===== config.mk =====
export PLATFORM = sky130hd
export DESIGN_NAME = spbd_div
export DESIGN_NICKNAME = d
export VERILOG_FILES = /design/src/hw/rtl/spbd_div.sv
export SDC_FILE = /design/constraint.sdc
export NUM_CORES = 1
export LEC_CHECK = 0
export BUFFER_PORTS_ARGS = -buffer_cell sky130_fd_sc_hd__buf_2
export CAP_MARGIN = 20
export CORE_ASPECT_RATIO = 0.9
export CORE_UTILIZATION = 58
export CTS_BUF_LIST = sky130_fd_sc_hd__clkbuf_4
export DETAILED_ROUTE_END_ITERATION = 7
export MAX_ROUTING_LAYER = met4
export PLACE_DENSITY = 0.83
export SETUP_SLACK_MARGIN = 0.15
export SKIP_CTS_REPAIR_TIMING = 1
export SLEW_MARGIN = 20
export SYNTH_ARGS = -nofsm -noshare
export SYNTH_HDL_FRONTEND = slang
export SYNTH_SLANG_ARGS = --single-unit

===== constraint.sdc =====
create_clock -name clk_i -period 3 [get_ports clk_i]
set_input_delay 0.6 -clock clk_i [delete_from_list [all_inputs] [get_ports clk_i]]
set_output_delay 0.6 -clock clk_i [all_outputs]
set_load 0.02 [all_outputs]

===== src/hw/rtl/spbd_div.sv =====
`timescale 1ns / 1ps
module spbd_div #(
  parameter int DIVIDEND_W = 48,
  parameter int DIVISOR_W  = 32
) (
  input  logic                  clk_i,
  input  logic                  rst_ni,
  input  logic                  start_i,
  input  logic [DIVIDEND_W-1:0] dividend_i,
  input  logic [DIVISOR_W-1:0]  divisor_i,
  output logic                  done_o,
  output logic [DIVIDEND_W-1:0] quotient_o
);
  localparam int CntW = $clog2(DIVIDEND_W + 1);

  logic [DIVISOR_W:0]    rem_q;
  logic [DIVIDEND_W-1:0] quo_q;
  logic [DIVISOR_W-1:0]  den_q;
  logic [CntW-1:0]       cnt_q;
  logic                  busy_q, done_q;
  logic [DIVISOR_W:0]    shifted;
  logic                  fits;

  assign shifted = {rem_q[DIVISOR_W-1:0], quo_q[DIVIDEND_W-1]};
  assign fits    = shifted >= {1'b0, den_q};

  always_ff @(posedge clk_i or negedge rst_ni) begin
    if (!rst_ni) begin
      rem_q  <= '0;
      quo_q  <= '0;
      den_q  <= '0;
      cnt_q  <= '0;
      busy_q <= 1'b0;
      done_q <= 1'b0;
    end else if (start_i) begin
      rem_q  <= '0;
      quo_q  <= dividend_i;
      den_q  <= divisor_i;
      cnt_q  <= CntW'(DIVIDEND_W);
      busy_q <= 1'b1;
      done_q <= 1'b0;
    end else if (busy_q) begin
      rem_q  <= fits ? shifted - {1'b0, den_q} : shifted;
      quo_q  <= {quo_q[DIVIDEND_W-2:0], fits};
      cnt_q  <= cnt_q - CntW'(1);
      busy_q <= cnt_q != CntW'(1);
      done_q <= cnt_q == CntW'(1);
    end else begin
      done_q <= 1'b0;
    end
  end

  assign done_o     = done_q;
  assign quotient_o = quo_q;
endmodule


==> flow_summary.yaml, run 1 <==
timing:
  period_needed_ns: 2.92
  max_freq_mhz: 343
  fin_crit_sh_pct: 97.2
  maxSlewHeadroom_pct: 45.0
  worst_pin_slew_ns: 0.813
  skew_ns: 0.0283
  finalHoldViolCount: 0
  grt_setup_unrepaired: "yes"
  setup_viol: 0
  slew_viol_final: 0
  holdWs_ns: 0.244
power:
  power_uw: 4150
  power_leakage_uw: 0.00460
  vdd_ir_drop_max_v: 0.000438
  p_per_area_nw_per_um2: 459
clock_network:
  tritoncts: "yes"
  cts.path.max_buffers: 2
  numCtsBuffers: 17
  clockRootBuffer: "clkbuf_4"
  clk_pin_slew_ns: 0.12
  clock_latency_ns: 0.55
  cts-htree-levels: 4
  clock-sinks: 120
layout:
  fin_area_um2: 9030
  stdcell_count: 1115
  drive_gt1_share_pct: 32.3
  nets: 1064
  area_growth_pct: 28.7
synth:
  ys_seq_area_share_pct: 42.8
  syn_nets: 910
  ys_warn_count: 0
  netlist_area_um2: 7020
  synth_ff_type: "dfrtp_1"
  yosysMostFrequentCell: "dfrtp_1"
  synthTopCellsByCount: "dfrtp_1, nand2_1, o21ai_0"
  synth_top_area_share_pct: 42.8
  yosysUniqueCellTypes: 57
  synth_top_area_cell: "dfrtp_1"
  syn_inst: 792
  synth-seq-cells: 120
  syn_avg_cell_area_um2: 8.86
  synth_edf_count: 0
  ys_async_sr_fraction_pct: 100
  synth_area_leaders: "dfrtp_1, mux2i_1, o21ai_0"
die:
  std_cell_rows: 37
  dieArea_um2: 12500
  ios: 132
  coreArea_um2: 11600
  start_util_pct: 60.4
  die_h_um: 106
  die_x_um: 118
worst_setup_path:
  endpoint_kind: "register"
  critical_path.max_fanout: 8
  rr_startpoint: "den_q[12]"
  r2r_cells: 13
  start_kind: "register"
  worstPathRequired_ns: 3.45
  cp.arrival_ns: 3.37
  criticalPathCategory: "reg2reg"
  reg2reg_slack_ns: 0.08
  worst_r2r_endpoint: "rem_q[8]"
hold_path:
  whs_endpoint: "den_q[14]"
  hold_path.class: "in2reg"
  hold_depth: 3
  min_from: "divisor_i[14]"
routing:
  dr.pass1.iters: 6
  first_iter_violations: 631
  vias: 6680
  ant_nets: 0
  drc_errors: 0
  wl_per_cell_um: 17.6
  finalWirelength_mm: 19.7
  via_per_inst: 5.99
grt:
  grt_pass1_vias: 5808
  grt_pass1_wl_mm: 27.7
  grt_overflow_total: 0
  grt_start_max_net_pins: 79
  antenna_found_initial: 1
  gr-usage-all-layers_pct: 28.3
outcome:
  status: "complete, no violations"
placement:
  placed_cell_area_um2: 7900
  place_hpwl_mm: 11.9
  placed_cells: 1059
  gp_congestion: 0.969
  io_buffers: 131
flow_run:
  drv_cap: 0
==> how the worst max path moves through the flow <==
stage / start / to / slack [ns] / depth (start not counted)
finish: den_q[12] / rem_q[8] / 0.08 / 13
global route: den_q[12] / rem_q[16] / -0.02 / 13
CTS: rem_q[6] / rem_q[30] / -0.04 / 11
detailed placement: rem_q[1] / rem_q[30] / 0.001 / 11
global placement: rem_q[1] / rem_q[30] / 0.10 / 11
floorplan: quotient_o[47] / rem_q[30] / 0.26 / 13
==> flip-flops by register name, indices dropped and copies added, names as in the netlist <==
| signal | count |
|---|---|
| quotient_o | 48 |
| den_q | 32 |
| rem_q | 32 |
| cnt_q | 6 |
| busy_q | 1 |
| done_o | 1 |
==> placed cells by master (no fill, tap or decap), types with 14 or more instances in the layout <==
cell type / instances
inv_1: 34
nor2_1: 75
xnor2_1: 14
a21oi_1: 27
nand2_1: 106
buf_2: 129
ha_1: 15
ha_4: 15
buf_4: 40
o21ai_0: 93
dfrtp_1: 116
xor2_1: 18
mux2i_1: 53
a211oi_1: 19
a21oi_2: 19
clkbuf_4: 19
==> where the power goes <==
part	total (uW)	internal, uW	leakage (uW)	switching (uW)
registers	1830	1740	0.00151	90.2
clock network	1390	760	0.000178	626
logic	937	377	0.00292	560
total	4150	2870	0.00460	1280
==> through the flow <==
stage	setup slack, ns	setup TNS (ns)	util, %
finish	0.0834	0	77.8
global placement	0.101	0	68.0
floorplan	0.255	0	-
detailed placement	0.00147	0	68.0
global route	-0.0151	-0.0274	77.8
CTS	-0.0420	-0.0420	71.0
==> critical path, stage by stage (launching register included) <==
cell,delay [ns]
dfrtp_1,0.41
inv_2,0.09
ha_4,0.24
a21oi_4,0.15
o21ai_2,0.10
nor2_1,0.14
a21oi_2,0.09
or4_4,0.55
nand4b_1,0.12
a31o_1,0.20
buf_6,0.19
buf_8,0.17
a21oi_1,0.08
a211oi_1,0.27
==> cells by family after synthesis <==
| group | after synthesis | share of synthesized area, % |
|---|---|---|
| AO/OA/AOI/OAI | 222 | 19.0 |
| XOR/XNOR | 32 | 3.99 |
| adder cells (fa/ha/maj) | 35 | 6.35 |
| buffers and inverters | 85 | 5.06 |
| flip-flops | 120 | 42.8 |
| multiplexers | 55 | 7.88 |
| AND/OR/NAND/NOR | 243 | 14.9 |
==> area by class of cell <==
type                            instances  area [um^2]
Antenna cell                            1         2.50
Clock buffer                           19          143
Clock inverter                         12          200
Fill cell                             720         2580
Inverter                               39          149
Multi-Input combinational cell        587         4190
Sequential cell                       120         3010
Tap cell                              156          195
Timing Repair Buffer                  181         1140
==> routing by layer <==
metal | GRT usage (%) | wire, um
met1 | 37.7 | 8200
met2 | 42.9 | 9450
met3 | 5.36 | 1380
met4 | 11.0 | 639
met5 | - | 0
Power figures use the tool's default switching activity.
==> run 2, diff against run 1 <==
--- a/config.mk
+++ b/config.mk
@@ -8,11 +8,10 @@
 export BUFFER_PORTS_ARGS = -buffer_cell sky130_fd_sc_hd__buf_2
 export CAP_MARGIN = 20
 export CORE_ASPECT_RATIO = 0.9
-export CORE_UTILIZATION = 58
+export CORE_UTILIZATION = 35
 export CTS_BUF_LIST = sky130_fd_sc_hd__clkbuf_4
 export DETAILED_ROUTE_END_ITERATION = 7
 export MAX_ROUTING_LAYER = met4
-export PLACE_DENSITY = 0.83
 export SETUP_SLACK_MARGIN = 0.15
 export SKIP_CTS_REPAIR_TIMING = 1
 export SLEW_MARGIN = 20
==> run 2 against run 1 <==
  * Clock-buffer cell count down 2
  * Utilization fell by 32 points
  * First-iteration DRC count decreased by 33%
  * Fmax increased by 2.4%
  * Worst setup slack better by 0.069 ns
  * Register-to-register slack better by 0.07 ns
  * Combinational power fell by 8.9%
  * Cell count rose by 7.3%
  * Sequential share of layout area up 0.63 points
  * Routed wire length shrank 9.1%
  * Non-clock buffer count is 16 lower
  * Total power shrank 6.6%
  * Critical path type unchanged
  * Largest power group unchanged
==> flow_summary.yaml, run 2 (synthesis gave the netlist of run 1 again) <==
outcome:
  status: "complete, no violations"
hold_path:
  hold_path.class: "in2reg"
  hold_depth: 3
power:
  power_uw: 3880
  p_per_area_nw_per_um2: 438
  power_leakage_uw: 0.00448
  vdd_ir_drop_max_v: 0.000184
worst_setup_path:
  crit_top_cell: "a21o_1"
  worstPathRequired_ns: 3.49
  worst-path-stages: 11
  critical_path.max_fanout: 5
  criticalPathCategory: "reg2reg"
  cp.arrival_ns: 3.34
  start_kind: "register"
  cp.buffers_inverters: 0
  slowest_stage: "dfrtp_1"
  cp_top_family: "compound AO/OA/AOI/OAI gates"
  r2r_cells: 11
  slowest_delay_ns: 0.45
  crit_chain: "ha_4 -> a21o_1 -> a31oi_1 -> o211ai_1 -> a21o_1 -> a221oi_4 -> a41oi_2 -> a221oi_2 -> xnor2_1 -> nand2_1 -> a311oi_2"
  endpoint_kind: "register"
layout:
  layout_commonest_cell: "buf_2"
  area_growth_pct: 26.2
  nets: 1049
  fin_area_um2: 8860
  drive_gt1_share_pct: 28.7
  layout_common_cells: "buf_2, dfrtp_1, nand2_1, o21ai_0, nor2_1"
  largest_reg_flops: 48
flow_run:
  drv_cap: 0
timing:
  fin_ws_ns: 0.152
  worst_pin_slew_ns: 0.665
  setup_viol: 0
  period_needed_ns: 2.85
  setup_tns_ns: 0
  finalHoldViolCount: 0
  max_freq_mhz: 351
  skew_ns: 0.0323
  grt_setup_unrepaired: "yes"
  slew_viol_final: 0
  fin_crit_sh_pct: 94.9
  maxSlewHeadroom_pct: 55.7
clock_network:
  cts.path.max_buffers: 2
  numCtsBuffers: 17
  clock_latency_ns: 0.57
  clock-sinks: 120
  tritoncts: "yes"
  clockRootBuffer: "clkbuf_4"
  cts-htree-levels: 4
  clk_pin_slew_ns: 0.15
routing:
  wl_per_cell_um: 14.9
  ant_nets: 0
  dr.pass1.iters: 4
  via_per_inst: 5.01
  finalWirelength_mm: 17.9
  first_iter_violations: 422
  drc_errors: 0
  vias: 5988
grt:
  grt_start_max_net_pins: 92
  gr-usage-all-layers_pct: 17.4
  antenna_found_initial: 2
  grt_overflow_total: 0
  grt_pass1_wl_mm: 27.6
  grt_pass1_vias: 5545
die:
  die_x_um: 151
  start_util_pct: 36.2
  coreArea_um2: 19400
  dieArea_um2: 20600
  die_h_um: 136
  ios: 132
  std_cell_rows: 48
placement:
  gp_congestion: 0.860
  place_hpwl_mm: 12.1
  placed_cell_area_um2: 7970
  pre_cts_ws_ns: -0.00310
  io_buffers: 131
## run 2: final timing paths
path	to	slack (ns)	startpoint
worst max-delay path	rem_q[30]	0.15	rem_q[6]
worst min-delay path	den_q[24]	0.22	divisor_i[24]
worst min register to register	cnt_q[4]	0.54	cnt_q[4]
worst max register to register	rem_q[30]	0.15	rem_q[6]
min in group asynchronous	den_q[14]	0.43	rst_ni
max in group asynchronous	den_q[0]	1.87	rst_ni
## run 2: power breakdown
| group | switching, uW | total, uW | internal (uW) |
|---|---|---|---|
| clock | 757 | 1200 | 446 |
| combinational | 501 | 854 | 354 |
| sequential | 82.1 | 1820 | 1740 |
## run 2: metrics by stage
step	hold WS, ns	instances	util [%]
4_1_cts	-0.164	1178	42.6
3_3_place_gp	0.474	1146	41.1
6_report	0.222	1196	45.7
5_1_grt	0.174	1196	45.7
3_5_place_dp	0.477	1146	41.1
2_1_floorplan	0.304	792	-
## run 2: layout make-up
type                    count  area (um^2)
repair buffers            165         1030
flip-flops and latches    120         3010
well taps                 250          313
diodes                      2         5.00
clock buffers              17          128
fillers                  1891        10500
multi-input cells         588         4070
inverters                  39          151
clock inverters            15          155
## run 2: worst min-delay path, delay by kind of cell
family	cells	cell delay [ns]
buf+inv	1	0.07
compound gates	1	0.05
simple gates	1	0.04
## run 2: metal layers
metal	vias up	track usage, %	routed length [um]	part of all wire, %
li1	3047	-	-	-
met3	14	3.62	708	4.0
met5	-	-	0	0
met1	2823	24.4	8980	50
met4	0	5.67	151	0.84
met2	104	24.9	8030	45
==> run 3, diff against run 2 <==
--- a/config.mk
+++ b/config.mk
@@ -12,6 +12,7 @@
 export CTS_BUF_LIST = sky130_fd_sc_hd__clkbuf_4
 export DETAILED_ROUTE_END_ITERATION = 7
 export MAX_ROUTING_LAYER = met4
+export RECOVER_POWER = 100
 export SETUP_SLACK_MARGIN = 0.15
 export SKIP_CTS_REPAIR_TIMING = 1
 export SLEW_MARGIN = 20
==> run 3 against run 2 <==
  * The flow now finishes with violations (capacitance limit, slew limit)
  * Register-to-register slack worse by 0.02 ns
  * Critical path depth is 1 higher
  * Die area stayed put
  * First-iteration DRC count is 0.24% lower
  * Largest cell class unchanged
  * Critical endpoint is now rem_q[11]
  * Non-clock buffer count stayed put
  * Flip-flop and latch count stayed put
==> flow_summary.yaml, run 3 (synthesis gave the netlist of run 1 again) <==
layout:
  largest_reg_flops: 48
  layout_common_cells: "dfrtp_1, nand2_1, o21ai_0, buf_2, nor2_1"
  area_growth_pct: 24.1
  layout_commonest_cell: "dfrtp_1"
  stdcell_count: 1196
  multi_input_area_um2: 4060
  regArea_um2: 3000
  fin_util_pct: 44.9
  nFillCells: 1935
  nets: 1049
  drive_gt1_share_pct: 22.6
worst_setup_path:
  crit_chain: "inv_2 -> ha_4 -> a21o_1 -> o21ai_2 -> a21oi_2 -> or4_1 -> nand4b_1 -> a31o_4 -> clkbuf_4 -> nor2_1 -> a21oi_1 -> a211oi_1"
  slowest_stage: "or4_1"
  endpoint_kind: "register"
  criticalPathCategory: "reg2reg"
  worst-path-stages: 12
  rr_startpoint: "den_q[4]"
  startpoint: "den_q[4]"
  cp.arrival_ns: 3.21
  reg2reg_slack_ns: 0.13
  endpoint: "rem_q[11]"
  cp_top_family: "compound AO/OA/AOI/OAI gates"
  cp.buffers_inverters: 2
  critical_path.max_fanout: 8
  worst_r2r_endpoint: "rem_q[11]"
  worstPathRequired_ns: 3.33
  start_kind: "register"
  r2r_cells: 12
  slowest_delay_ns: 0.50
clock_network:
  numCtsBuffers: 17
  clock_latency_ns: 0.56
  clockRootBuffer: "clkbuf_4"
  clk_pin_slew_ns: 0.15
  tritoncts: "yes"
  cts-htree-levels: 4
  clock-sinks: 120
  cts.path.max_buffers: 2
timing:
  setup_viol: 0
  grt_setup_unrepaired: "yes"
  slew_viol_final: 44
  worst_pin_slew_ns: 1.60
  finalHoldViolCount: 0
  setup_tns_ns: 0
  skew_ns: 0.0291
  max_freq_mhz: 348
  fin_crit_sh_pct: 95.7
  maxSlewHeadroom_pct: -6.82
  period_needed_ns: 2.87
  holdWs_ns: 0.231
die:
  coreArea_um2: 19400
  die_h_um: 136
  ios: 132
  start_util_pct: 36.2
  die_x_um: 151
  dieArea_um2: 20600
  std_cell_rows: 48
routing:
  dr.pass1.iters: 5
  vias: 6000
  finalWirelength_mm: 17.9
  drc_errors: 0
  ant_nets: 0
  wl_per_cell_um: 15.0
  via_per_inst: 5.02
  first_iter_violations: 421
outcome:
  failed_checks: "capacitance limit, slew limit"
  status: "finished, violations left"
power:
  power_leakage_uw: 0.00428
  p_per_area_nw_per_um2: 442
  vdd_ir_drop_max_v: 0.000182
  power_uw: 3850
placement:
  io_buffers: 131
  gp_congestion: 0.860
  place_hpwl_mm: 12.1
  placed_cells: 1146
grt:
  gr-usage-all-layers_pct: 17.4
  grt_overflow_total: 0
  grt_pass1_wl_mm: 27.6
  grt_start_max_net_pins: 92
  grt_pass1_vias: 5545
  antenna_found_initial: 2
hold_path:
  hold_path.class: "in2reg"
flow_run:
  drv_cap: 1
==> run 3: cell types whose count changed in the layout (fill, tap and decap cells not counted), sizes merged <==
| cell | before | now |
|---|---|---|
| buf | 161 | 103 |
| clkbuf | 20 | 78 |
==> run 3: area by class of cell <==
type                       count  area share (%)
multi-input combinational    588            46.6
sequential                   120            34.5
timing repair buffer         165            10.3
tap                          250            3.59
clock inverter                15            1.78
inverter                      39            1.74
clock buffer                  17            1.47
antenna                        2          0.0575
==> run 3: per-stage QoR <==
| step | setup WS [ns] | cell area (um^2) |
|---|---|---|
| after detailed placement | -0.00310 | 7970 |
| after global placement | 0.0899 | 7970 |
| after floorplan | 0.255 | 7020 |
| after global routing | -0.000214 | 8710 |
| after CTS | -0.0418 | 8250 |
| final | 0.128 | 8710 |
==> run 3: metal layers <==
layer,global-route usage [%],vias to the layer above,wire (um)
li1,-,3048,-
met1,24.4,2823,8950
met2,24.9,115,8030
met3,3.62,14,771
met4,5.67,0,143
met5,-,-,0
==> run 3: worst register-to-register path: cells and delay by family (launching register included) <==
kind / cells / cell delay (ns)
flops: 1 / 0.40
buf+inv: 2 / 0.32
compound gates: 6 / 0.94
fa+ha+maj: 1 / 0.22
simple gates: 3 / 0.78
==> run 3: power by group <==
part	total [uW]	leakage [uW]	switching (uW)	internal (uW)
Combinational	830	0.00262	500	330
Clock	1200	0.000155	750	446
Sequential	1820	0.00151	84.0	1740
==> run 3: worst min path at each step <==
stage / from / endpoint / slack (ns) / depth (start not counted)
after floorplan: rst_ni / busy_q / 0.30 / 0
after global placement: rst_ni / den_q[17] / 0.47 / 1
after detailed placement: rst_ni / den_q[17] / 0.48 / 1
after CTS: rst_ni / den_q[20] / -0.16 / 1
after global routing: dividend_i[21] / quotient_o[21] / 0.17 / 3
final: divisor_i[24] / den_q[24] / 0.23 / 3
